## src/hw/rtl/wfur_pkg.sv

```systemverilog
// Shared types and constants for the WebSocket frame unmask and reframe block.
package wfur_pkg;

  // Depth of the command queue between the parser and the output stage.
  localparam int unsigned QueueDepth = 4;
  localparam int unsigned QueuePtrW  = $clog2(QueueDepth);
  localparam int unsigned QueueCntW  = $clog2(QueueDepth + 1);

  // Header values of the received frames and of the re-framed output.
  localparam logic [7:0] TextFrameHdr = 8'h81;
  localparam logic [3:0] OpcodeClose  = 4'h8;
  localparam logic [6:0] LenCodeMax7  = 7'd125;
  localparam logic [6:0] LenCode16    = 7'd126;
  localparam logic [3:0] ExtBytes16   = 4'd2;
  localparam logic [3:0] ExtBytes64   = 4'd8;

  // Kinds of work that the parser hands to the output stage.
  typedef enum logic [1:0] {
    CMD_EMIT  = 2'd0,  // pass a header byte through, never unmasked
    CMD_CLOSE = 2'd1,  // report a close frame
    CMD_KEY   = 2'd2,  // shift one mask key byte in, no result
    CMD_PAY   = 2'd3   // unmask one payload byte
  } cmd_kind_e;

  typedef struct packed {
    cmd_kind_e  kind;
    logic [7:0] data;
    logic       last;
    logic [1:0] key_idx;
    logic       unmask;
  } cmd_t;

endpackage

```

## src/hw/rtl/wfur_front.sv

```systemverilog
// Frame parser: tracks header, length, mask key and payload phases per byte.
module wfur_front (
  input  logic            clk_i,
  input  logic            rst_ni,
  input  logic            accept_i,
  input  logic [7:0]      rx_byte_i,
  input  logic            frame_start_i,
  output logic            cmd_valid_o,
  output wfur_pkg::cmd_t  cmd_o
);

  typedef enum logic [2:0] {
    PH_HDR0 = 3'd0,
    PH_HDR1 = 3'd1,
    PH_EXT  = 3'd2,
    PH_MASK = 3'd3,
    PH_PAY  = 3'd4
  } phase_e;

  phase_e      phase_q, phase_d;
  logic [3:0]  ext_left_q, ext_left_d;
  logic [63:0] pay_left_q, pay_left_d;
  logic [1:0]  mask_idx_q, mask_idx_d;
  logic        mask_on_q, mask_on_d;
  logic        dropping_q, dropping_d;

  logic [63:0] ext_len;
  logic [3:0]  ext_left_dec;
  logic [1:0]  mask_idx_inc;
  logic [6:0]  len_code;

  assign ext_len      = {pay_left_q[55:0], rx_byte_i};
  assign ext_left_dec = ext_left_q - 4'd1;
  assign mask_idx_inc = mask_idx_q + 2'd1;
  assign len_code     = rx_byte_i[6:0];

  // Next state and the command for the byte just accepted.
  always_comb begin
    phase_d     = phase_q;
    ext_left_d  = ext_left_q;
    pay_left_d  = pay_left_q;
    mask_idx_d  = mask_idx_q;
    mask_on_d   = mask_on_q;
    dropping_d  = dropping_q;
    cmd_valid_o = 1'b0;
    cmd_o       = '{kind: wfur_pkg::CMD_EMIT, data: rx_byte_i, last: 1'b0,
                    key_idx: mask_idx_q, unmask: mask_on_q};
    if (accept_i) begin
      if (frame_start_i) begin
        dropping_d  = 1'b0;
        ext_left_d  = '0;
        pay_left_d  = '0;
        mask_idx_d  = '0;
        mask_on_d   = 1'b0;
        cmd_valid_o = 1'b1;
        if (rx_byte_i[3:0] == wfur_pkg::OpcodeClose) begin
          dropping_d = 1'b1;
          phase_d    = PH_HDR0;
          cmd_o.kind = wfur_pkg::CMD_CLOSE;
          cmd_o.data = '0;
          cmd_o.last = 1'b1;
        end else begin
          phase_d    = PH_HDR1;
          cmd_o.data = wfur_pkg::TextFrameHdr;
        end
      end else if (!dropping_q) begin
        case (phase_q)
          PH_HDR1: begin
            cmd_valid_o = 1'b1;
            cmd_o.data  = {1'b0, len_code};
            mask_on_d   = rx_byte_i[7];
            if (len_code <= wfur_pkg::LenCodeMax7) begin
              pay_left_d = {57'd0, len_code};
              mask_idx_d = '0;
              cmd_o.last = (len_code == 7'd0);
              if (rx_byte_i[7]) begin
                phase_d = PH_MASK;
              end else if (len_code == 7'd0) begin
                phase_d = PH_HDR0;
              end else begin
                phase_d = PH_PAY;
              end
            end else begin
              ext_left_d = (len_code == wfur_pkg::LenCode16) ?
                           wfur_pkg::ExtBytes16 : wfur_pkg::ExtBytes64;
              pay_left_d = '0;
              phase_d    = PH_EXT;
            end
          end
          PH_EXT: begin
            cmd_valid_o = 1'b1;
            pay_left_d  = ext_len;
            ext_left_d  = ext_left_dec;
            if (ext_left_dec == 4'd0) begin
              cmd_o.last = (ext_len == 64'd0);
              mask_idx_d = '0;
              if (mask_on_q) begin
                phase_d = PH_MASK;
              end else if (ext_len == 64'd0) begin
                phase_d = PH_HDR0;
              end else begin
                phase_d = PH_PAY;
              end
            end
          end
          PH_MASK: begin
            cmd_valid_o = 1'b1;
            cmd_o.kind  = wfur_pkg::CMD_KEY;
            mask_idx_d  = mask_idx_inc;
            if (mask_idx_inc == 2'd0) begin
              phase_d = (pay_left_q == 64'd0) ? PH_HDR0 : PH_PAY;
            end
          end
          PH_PAY: begin
            cmd_valid_o = 1'b1;
            cmd_o.kind  = wfur_pkg::CMD_PAY;
            cmd_o.last  = (pay_left_q == 64'd1);
            mask_idx_d  = mask_idx_inc;
            pay_left_d  = pay_left_q - 64'd1;
            if (pay_left_q == 64'd1) begin
              phase_d = PH_HDR0;
            end
          end
          default: begin
            // No frame in progress: the byte is ignored.
          end
        endcase
      end
    end
  end

  // Parser state registers.
  always_ff @(posedge clk_i or negedge rst_ni) begin
    if (!rst_ni) begin
      phase_q    <= PH_HDR0;
      ext_left_q <= '0;
      pay_left_q <= '0;
      mask_idx_q <= '0;
      mask_on_q  <= 1'b0;
      dropping_q <= 1'b0;
    end else begin
      phase_q    <= phase_d;
      ext_left_q <= ext_left_d;
      pay_left_q <= pay_left_d;
      mask_idx_q <= mask_idx_d;
      mask_on_q  <= mask_on_d;
      dropping_q <= dropping_d;
    end
  end

endmodule

```

## src/hw/rtl/wfur_queue.sv

```systemverilog
// Short command queue between the parser and the output stage.
module wfur_queue (
  input  logic           clk_i,
  input  logic           rst_ni,
  input  logic           wr_i,
  input  wfur_pkg::cmd_t wr_data_i,
  output logic           full_o,
  input  logic           rd_i,
  output wfur_pkg::cmd_t rd_data_o,
  output logic           empty_o
);

  wfur_pkg::cmd_t                        mem_q [wfur_pkg::QueueDepth];
  logic [wfur_pkg::QueuePtrW-1:0]        wr_ptr_q, rd_ptr_q;
  logic [wfur_pkg::QueueCntW-1:0]        count_q;
  logic                                  do_wr, do_rd;

  assign full_o    = (count_q == wfur_pkg::QueueCntW'(wfur_pkg::QueueDepth));
  assign empty_o   = (count_q == '0);
  assign do_wr     = wr_i && !full_o;
  assign do_rd     = rd_i && !empty_o;
  assign rd_data_o = mem_q[rd_ptr_q];

  // Storage for the waiting commands.
  always_ff @(posedge clk_i) begin
    if (do_wr) begin
      mem_q[wr_ptr_q] <= wr_data_i;
    end
  end

  // Pointers and fill count.
  always_ff @(posedge clk_i or negedge rst_ni) begin
    if (!rst_ni) begin
      wr_ptr_q <= '0;
      rd_ptr_q <= '0;
      count_q  <= '0;
    end else begin
      if (do_wr) begin
        wr_ptr_q <= wr_ptr_q + wfur_pkg::QueuePtrW'(1);
      end
      if (do_rd) begin
        rd_ptr_q <= rd_ptr_q + wfur_pkg::QueuePtrW'(1);
      end
      if (do_wr && !do_rd) begin
        count_q <= count_q + wfur_pkg::QueueCntW'(1);
      end else if (do_rd && !do_wr) begin
        count_q <= count_q - wfur_pkg::QueueCntW'(1);
      end
    end
  end

endmodule

```

## src/hw/rtl/wfur_back.sv

```systemverilog
// Output stage: holds the mask key, unmasks payload and registers the result item.
module wfur_back (
  input  logic           clk_i,
  input  logic           rst_ni,
  input  logic           cmd_avail_i,
  input  wfur_pkg::cmd_t cmd_i,
  output logic           cmd_take_o,
  output logic [7:0]     out_byte_o,
  output logic           last_of_frame_o,
  output logic           close_seen_o,
  output logic           empty_o,
  input  logic           pop_i
);

  logic        out_valid_q;
  logic [7:0]  out_byte_q;
  logic        last_q, close_q;
  logic [31:0] key_q;
  logic [7:0]  key_byte;
  logic        can_load;
  logic        is_key;

  assign empty_o         = !out_valid_q;
  assign out_byte_o      = out_byte_q;
  assign last_of_frame_o = last_q;
  assign close_seen_o    = close_q;

  // Key bytes are consumed at once; others wait for a free output register.
  assign is_key     = (cmd_i.kind == wfur_pkg::CMD_KEY);
  assign can_load   = !out_valid_q || pop_i;
  assign cmd_take_o = cmd_avail_i && (is_key || can_load);

  // The first key byte sits in the top byte of the key register.
  always_comb begin
    case (cmd_i.key_idx)
      2'd0:    key_byte = key_q[31:24];
      2'd1:    key_byte = key_q[23:16];
      2'd2:    key_byte = key_q[15:8];
      default: key_byte = key_q[7:0];
    endcase
  end

  // Mask key shift register.
  always_ff @(posedge clk_i or negedge rst_ni) begin
    if (!rst_ni) begin
      key_q <= '0;
    end else if (cmd_take_o && is_key) begin
      key_q <= {key_q[23:0], cmd_i.data};
    end
  end

  // Result item register.
  always_ff @(posedge clk_i or negedge rst_ni) begin
    if (!rst_ni) begin
      out_valid_q <= 1'b0;
    end else if (cmd_take_o && !is_key) begin
      out_valid_q <= 1'b1;
    end else if (pop_i) begin
      out_valid_q <= 1'b0;
    end
  end

  always_ff @(posedge clk_i) begin
    if (cmd_take_o && !is_key) begin
      out_byte_q <= (cmd_i.kind == wfur_pkg::CMD_PAY && cmd_i.unmask) ?
                    (cmd_i.data ^ key_byte) : cmd_i.data;
      last_q     <= cmd_i.last;
      close_q    <= (cmd_i.kind == wfur_pkg::CMD_CLOSE);
    end
  end

endmodule

```

## src/hw/rtl/websocket_frame_unmask_reframe.sv

```systemverilog
// Top level of the WebSocket frame unmask and reframe block.
// Takes one received client frame byte per cycle (push while full is low) and
// gives the frame back as an unmasked text frame: 0x81, the length code, any
// extended length bytes, then the payload, XORed with the mask key if the
// frame is masked. Mask key bytes and the bytes of a close frame after its
// first give no result item; a close frame gives a single item with
// close_seen set. An item that gives a result is decoded by the parser in the
// accepting cycle and written as a command into a four-entry queue; the output
// stage then moves it into the result register when the result side is free.
// Sustained rate is one item per cycle; full rises only when the result side
// stalls long enough to fill the queue.
module websocket_frame_unmask_reframe (
  input  logic       clk_i,
  input  logic       rst_ni,
  input  logic       push,
  output logic       full,
  input  logic [7:0] rx_byte_i,
  input  logic       frame_start_i,
  output logic       empty,
  input  logic       pop,
  output logic [7:0] out_byte_o,
  output logic       last_of_frame_o,
  output logic       close_seen_o
);

  logic           accept;
  logic           cmd_valid;
  wfur_pkg::cmd_t cmd;
  wfur_pkg::cmd_t q_data;
  logic           q_empty;
  logic           q_take;

  assign accept = push && !full;

  // Parser front end.
  wfur_front u_front (
    .clk_i         (clk_i),
    .rst_ni        (rst_ni),
    .accept_i      (accept),
    .rx_byte_i     (rx_byte_i),
    .frame_start_i (frame_start_i),
    .cmd_valid_o   (cmd_valid),
    .cmd_o         (cmd)
  );

  // Queue between parser and output stage.
  wfur_queue u_queue (
    .clk_i     (clk_i),
    .rst_ni    (rst_ni),
    .wr_i      (cmd_valid),
    .wr_data_i (cmd),
    .full_o    (full),
    .rd_i      (q_take),
    .rd_data_o (q_data),
    .empty_o   (q_empty)
  );

  // Output stage.
  wfur_back u_back (
    .clk_i           (clk_i),
    .rst_ni          (rst_ni),
    .cmd_avail_i     (!q_empty),
    .cmd_i           (q_data),
    .cmd_take_o      (q_take),
    .out_byte_o      (out_byte_o),
    .last_of_frame_o (last_of_frame_o),
    .close_seen_o    (close_seen_o),
    .empty_o         (empty),
    .pop_i           (pop)
  );

endmodule
```

## config.mk

```make
export PLATFORM = sky130hd
export DESIGN_NAME = websocket_frame_unmask_reframe
export DESIGN_NICKNAME = d
export VERILOG_FILES = /design/src/hw/rtl/wfur_pkg.sv /design/src/hw/rtl/wfur_front.sv /design/src/hw/rtl/wfur_queue.sv /design/src/hw/rtl/wfur_back.sv /design/src/hw/rtl/websocket_frame_unmask_reframe.sv
export SDC_FILE = /design/constraint.sdc
export NUM_CORES = 1
export LEC_CHECK = 0
export BUFFER_PORTS_ARGS = -buffer_cell sky130_fd_sc_hd__buf_2
export CAP_MARGIN = 15
export CORE_MARGIN = 2
export CORE_UTILIZATION = 63
export DETAILED_ROUTE_END_ITERATION = 10
export GPL_TIMING_DRIVEN = 0
export PLACE_DENSITY = 0.8
export SYNTH_ARGS = -nofsm -noshare
export SYNTH_HDL_FRONTEND = slang
export SYNTH_SLANG_ARGS = --single-unit
```

## constraint.sdc

```tcl
create_clock -name clk_i -period 3.8 [get_ports clk_i]
set_input_delay 0.95 -clock clk_i [delete_from_list [all_inputs] [get_ports clk_i]]
set_output_delay 0.95 -clock clk_i [all_outputs]
set_load 0.05 [all_outputs]
```

Word level (Yosys, flattened, before mapping). Memories as Yosys holds them, arrays and structs flattened. Index checks and enable logic that the tools add are counted.

Bits in registers: 125. RAM bits: 56. Input bits: 13. Output and inout port bits: 12. Word-level logic and storage cells: 135. Memories kept: 1.

Add/subtract/negate cells: 7. Magnitude comparators: 1. Equality and inequality tests: 19. Mux-type cells: 53. Bitwise gates (word level): 1. Reduce and logical (&&, ||, !) cells: 39.

Memories: u_queue.mem_q (words 4, width 14, rd ports 1, clocked after Yosys merged registers in 0, wr ports 1, RTL line wfur_queue.sv:13) `wfur_pkg::cmd_t mem_q [wfur_pkg::QueueDepth];`.

Operator list (number): 64-bit case mux with 3 select lines (1); 64-bit zero test (2); 64-bit two-way mux (2); 64-bit by 1-bit == test with 1-bit output, second input constant (1); 64-bit by 1-bit subtractor with 64-bit output, second input constant (1); 3-bit two-way mux (13); 11-bit two-way mux (3); 8-bit two-way mux (3); 8-bit case mux with 3 select lines (1); 1-bit two-way mux (16); 4-bit two-way mux (4); 3-bit by 2-bit != test with 1-bit output, second input constant (4); 3-bit case mux with 4 select lines (1); 1-bit logical AND (9); 2-bit two-way mux (4); 4-bit case mux with 2 select lines (1); 4-bit nonzero test (2); 8-bit bitwise XOR (1); 7-bit == test, second input constant (1); 7-bit <= comparator, second input constant (1); 7-bit zero test (1); 7-bit two-way mux (1); 2-bit by 1-bit adder with 2-bit output, second input constant (3); 2-bit == test, second input constant (3); 28 further kinds (41).

Longest topological paths before layout.
Depth after elaboration: 11. Mapped depth: 11. Depth with buffers taken out: 10.

Cells and area by module. A second synthesis with hierarchy kept.

Cells, all modules: 886. Area total of the unflattened synthesis: 9517.9 sq um.

Modules (own cells, without submodules): wfur_front (instances 1, cells each 653, area an instance 5123.7 sq um, sequential area each 1876.8 sq um); wfur_queue (instances 1, cells each 108, area an instance 2476.1 sq um, sequential area each 1856.8 sq um); wfur_back (instances 1, cells each 123, area an instance 1900.6 sq um, sequential area each 1126.1 sq um); websocket_frame_unmask_reframe (instances 1, cells each 2, area an instance 17.5 sq um, sequential area each 0.0 sq um).

Least setup slack after synthesis. OpenSTA, ideal clock, no wires.

Kind: flip-flop to flip-flop. Start point: reg u_front.pay_left_q[56]. End point: mem u_queue.mem_q[0][3] in the netlist's numbering, data pin. Library setup time: 230 ps. Data arrival time: 2814 ps. Required time: 3570 ps. Path slack: 756 ps. Cell stages (with the launch flop): 7. Buffers on the path: 0. Clock period less this slack: 3044 ps. Cell sequence: dfrtp_1 or4_4 or3_4 or4_1 or4_4 o21a_1 a221oi_1.

RTL lines: from (decl) (RTL line wfur_front.sv:22) `logic [63:0] pay_left_q, pay_left_d;`; from (signal assigned) (RTL line wfur_front.sv:144) `pay_left_q <= pay_left_d;`; to (decl) (RTL line wfur_queue.sv:13).

==> impl_metrics.ini <==
[synthesis]
synth.area.top_cells = dfrtp_1, edfxtp_1, mux4_2, o21ai_0, mux2_2
synthDistinctLibCells = 65
yosysWarnings = 0
synth-async-reset-ratio_pct = 63.5
synth_nets = 905
synth_ff_type = dfrtp_1
syn_avg_cell_area_um2 = 10.7
synth_top_area_share_pct = 30.6
yosys.area.top_type = dfrtp_1
syn-cell-area_mm2 = 0.00942
synth_seq_cells = 181
synth-edff-count = 66
ys_seq_area_share_pct = 51.6
syn_inst = 881

[clocking]
cts_max_path_buffers = 2
cts.sinks = 181
worstSkewPairLatency_ns = 0.44
cts_tree = built
post-cts-setup-buffers = 0
cts-root-buf = clkbuf_16
cts_buffers = 17
postCtsHoldBufs = 0
ctsResizeCount = 0
path_clk_slew_ns = 0.07
htreeDepth = 4

[critical_path]
worstPathArrival_ns = 3.65
criticalPathCategory = flop to flop
required_ns = 3.95
cp-start-kind = flop
critPathCaptureType = flop
cp_max_fo = 8

[timing]
finalSetupViolations = 0
final-hold-violation-count = 0
rsz0062_at_grt = false
fmax_ghz = 0.286
setup_tns_ns = 0
layout_min_cycle_time_ns = 3.50
worst_pin_slew_ns = 1.07
worst_slack_ns = 0.303
max_slew_margin_pct = 28.5
slew_viol_final = 0
fin_worst_skew_ns = 0.00953
period_share_pct = 92.0

[detailed_routing]
drc_errors = 0
first_pass_iters = 7
routed_wl_um = 25800
avgViaCountPerCell = 6.97
vias = 7842
initialDrtViolationCount = 1256
wl_per_cell_um = 23.0
postRouteAntennaNets = 0

[floorplan]
ios = 25
rows = 44
coreArea_mm2 = 0.0146
start_util_pct = 64.5
die_w_um = 126
dieArea_mm2 = 0.0159
fp.dieH_um = 126

[final_layout]
layout-drive-gt1-share_pct = 13.5
diodes = 0
nets = 952
fillers = 1035
final_cell_area_mm2 = 0.0104
area_growth_pct = 10.3
final_util_pct = 71.2

[status]
outcome = complete, no violations

[placed_design]
io_buffer_count = 24
gp_congestion = 0.984
placed_area_mm2 = 0.00982
pre_cts_ws_ns = 0.268
place_hpwl_um = 17800

[job]
cap_violations = 0

[power]
powerDensity_mw_per_mm2 = 885
p_int_mw = 5.18
vdd_drop_max_mv = 0.462
p_clk_share_pct = 18.5
pwr-share-seq_pct = 33.2
p_comb_share_pct = 48.2
total_power_mw = 9.19
p_leak_nw = 4.06
switching_share_pct = 43.6
netSwitchingPower_mw = 4.01

[global_routing]
grt_max_degree = 62
grt_pass1_wl_um = 41500
grt_pass1_vias = 7653
overflow = 0
antenna_found_initial = 0
track_usage_pct = 33.6

[worst_hold_path]
hp-class = input port to async pin
## cells in the mapped netlist (all sizes together) (3+ instances only)
cell / number
ha: 10
o22ai: 7
clkbuf: 51
nor2b: 5
and2: 15
nor3: 38
a21oi: 35
a22o: 4
nand2b: 9
mux2: 37
xnor2: 18
a32oi: 18
o21ai: 91
nor2: 58
a31oi: 16
nand4: 8
and3: 7
o211ai: 10
dfrtp: 115
o2bb2ai: 4
edfxtp: 66
mux4: 22
nor4: 23
nor3b: 3
o31ai: 3
a22oi: 24
or3: 12
inv: 20
o311ai: 3
nand2: 77
nand3: 14
xor2: 7
or4: 13
nand3b: 3
o21a: 5
## cell type report
class                   instances  area, um2  share of cell area, %
plain buffers                  53        200                   1.93
clock buffers                  20        437                   4.21
clock inverters                12        119                   1.14
inverters                      21       78.8                  0.759
multi-input cells             626       4290                   41.3
flip-flops and latches        181       4860                   46.8
well taps                     184        230                   2.22
repair buffers                 28        169                   1.63
## path summary, 6_finish.rpt
check / startpoint / end / slack [ns] / cells past startpoint
max in group asynchronous: rst_ni / u_front.pay_left_q[22]$_DFFE_PN0P_ / 2.64 / 2
worst min-delay path: rst_ni / u_queue.count_q[0]$_DFFE_PN0P_ / 0.46 / 1
worst min register to register: u_queue.count_q[2]$_DFFE_PN0P_ / u_queue.count_q[2]$_DFFE_PN0P_ / 0.49 / 1
worst max register to register: u_front.pay_left_q[19]$_DFFE_PN0P_ / u_queue.mem_q[1][3]$_DFFE_PP_ / 0.30 / 8
worst max-delay path: u_front.pay_left_q[19]$_DFFE_PN0P_ / u_queue.mem_q[1][3]$_DFFE_PP_ / 0.30 / 8
min in group clk_i: u_queue.count_q[2]$_DFFE_PN0P_ / u_queue.count_q[2]$_DFFE_PN0P_ / 0.49 / 1
## critical path: stages (launching register included)
cell and delay, ns:
dfrtp_1 0.37, clkbuf_1 0.19, or4_1 0.42, clkbuf_1 0.18, nor3_1 0.85, nand2_1 0.19
nor4_1 0.33, nand2_1 0.11, a221oi_1 0.58
## per-layer routing
metal | GRT usage (%) | wire length (um) | share of wire (%) | vias to the layer above
met3 | 6.41 | 2270 | 8.8 | 136
li1 | - | - | - | 3444
met2 | 54.1 | 12300 | 47 | 522
met1 | 43.2 | 9860 | 38 | 3740
met4 | 18.7 | 1440 | 5.6 | 0
met5 | 0 | 0 | 0 | -
## flip-flops by register name, indices dropped and copies added (netlist names)
name and cells:
u_front.pay_left_q 64, u_queue.mem_q 56, u_back.key_q 32, u_back.out_byte_o 8, u_front.ext_left_q 4, u_front.phase_q 3, u_queue.count_q 3, u_front.mask_idx_q 2
u_queue.rd_ptr_q 2, u_queue.wr_ptr_q 2, u_back.close_seen_o 1, u_back.last_of_frame_o 1, u_back.out_valid_q 1, u_front.dropping_q 1, u_front.mask_on_q 1
## power by group through the flow
stage	clock [mW]	combinational, mW	sequential [mW]
finish	1.70	4.44	3.05
CTS	1.70	4.33	3.04
global placement	0	4.17	3.04
detailed placement	0	4.30	3.07
floorplan	0	3.01	3.15
global route	1.79	4.77	3.12
## placed cells by master, fill, tap and decap left out, types with 27 or more instances in the layout
cell type / instances
a21oi_1: 35
buf_2: 27
clkbuf_1: 54
dfrtp_1: 115
edfxtp_1: 66
mux2_2: 36
nand2_1: 77
nor2_1: 58
nor3_1: 37
o21ai_0: 89
## logic make-up (layout without fill, tap and decap cells)
group	after synthesis	in the layout	share of synthesized area, %
simple gates	295	295	16.0
fa+ha+maj	11	11	1.54
mux	60	60	9.79
compound gates	235	235	15.7
xor+xnor	25	25	2.33
flops	181	181	51.6
buf+inv	74	134	2.96
## metrics by stage
| stage | std cells | hold slack (ns) |
|---|---|---|
| final | 1125 | 0.456 |
| after global routing | 1125 | 0.502 |
| after CTS | 1125 | 0.488 |
| after detailed placement | 1093 | 0.486 |
| after global placement | 1089 | 0.479 |
| after floorplan | 881 | 0.457 |
(Power assumes the default switching activity.)
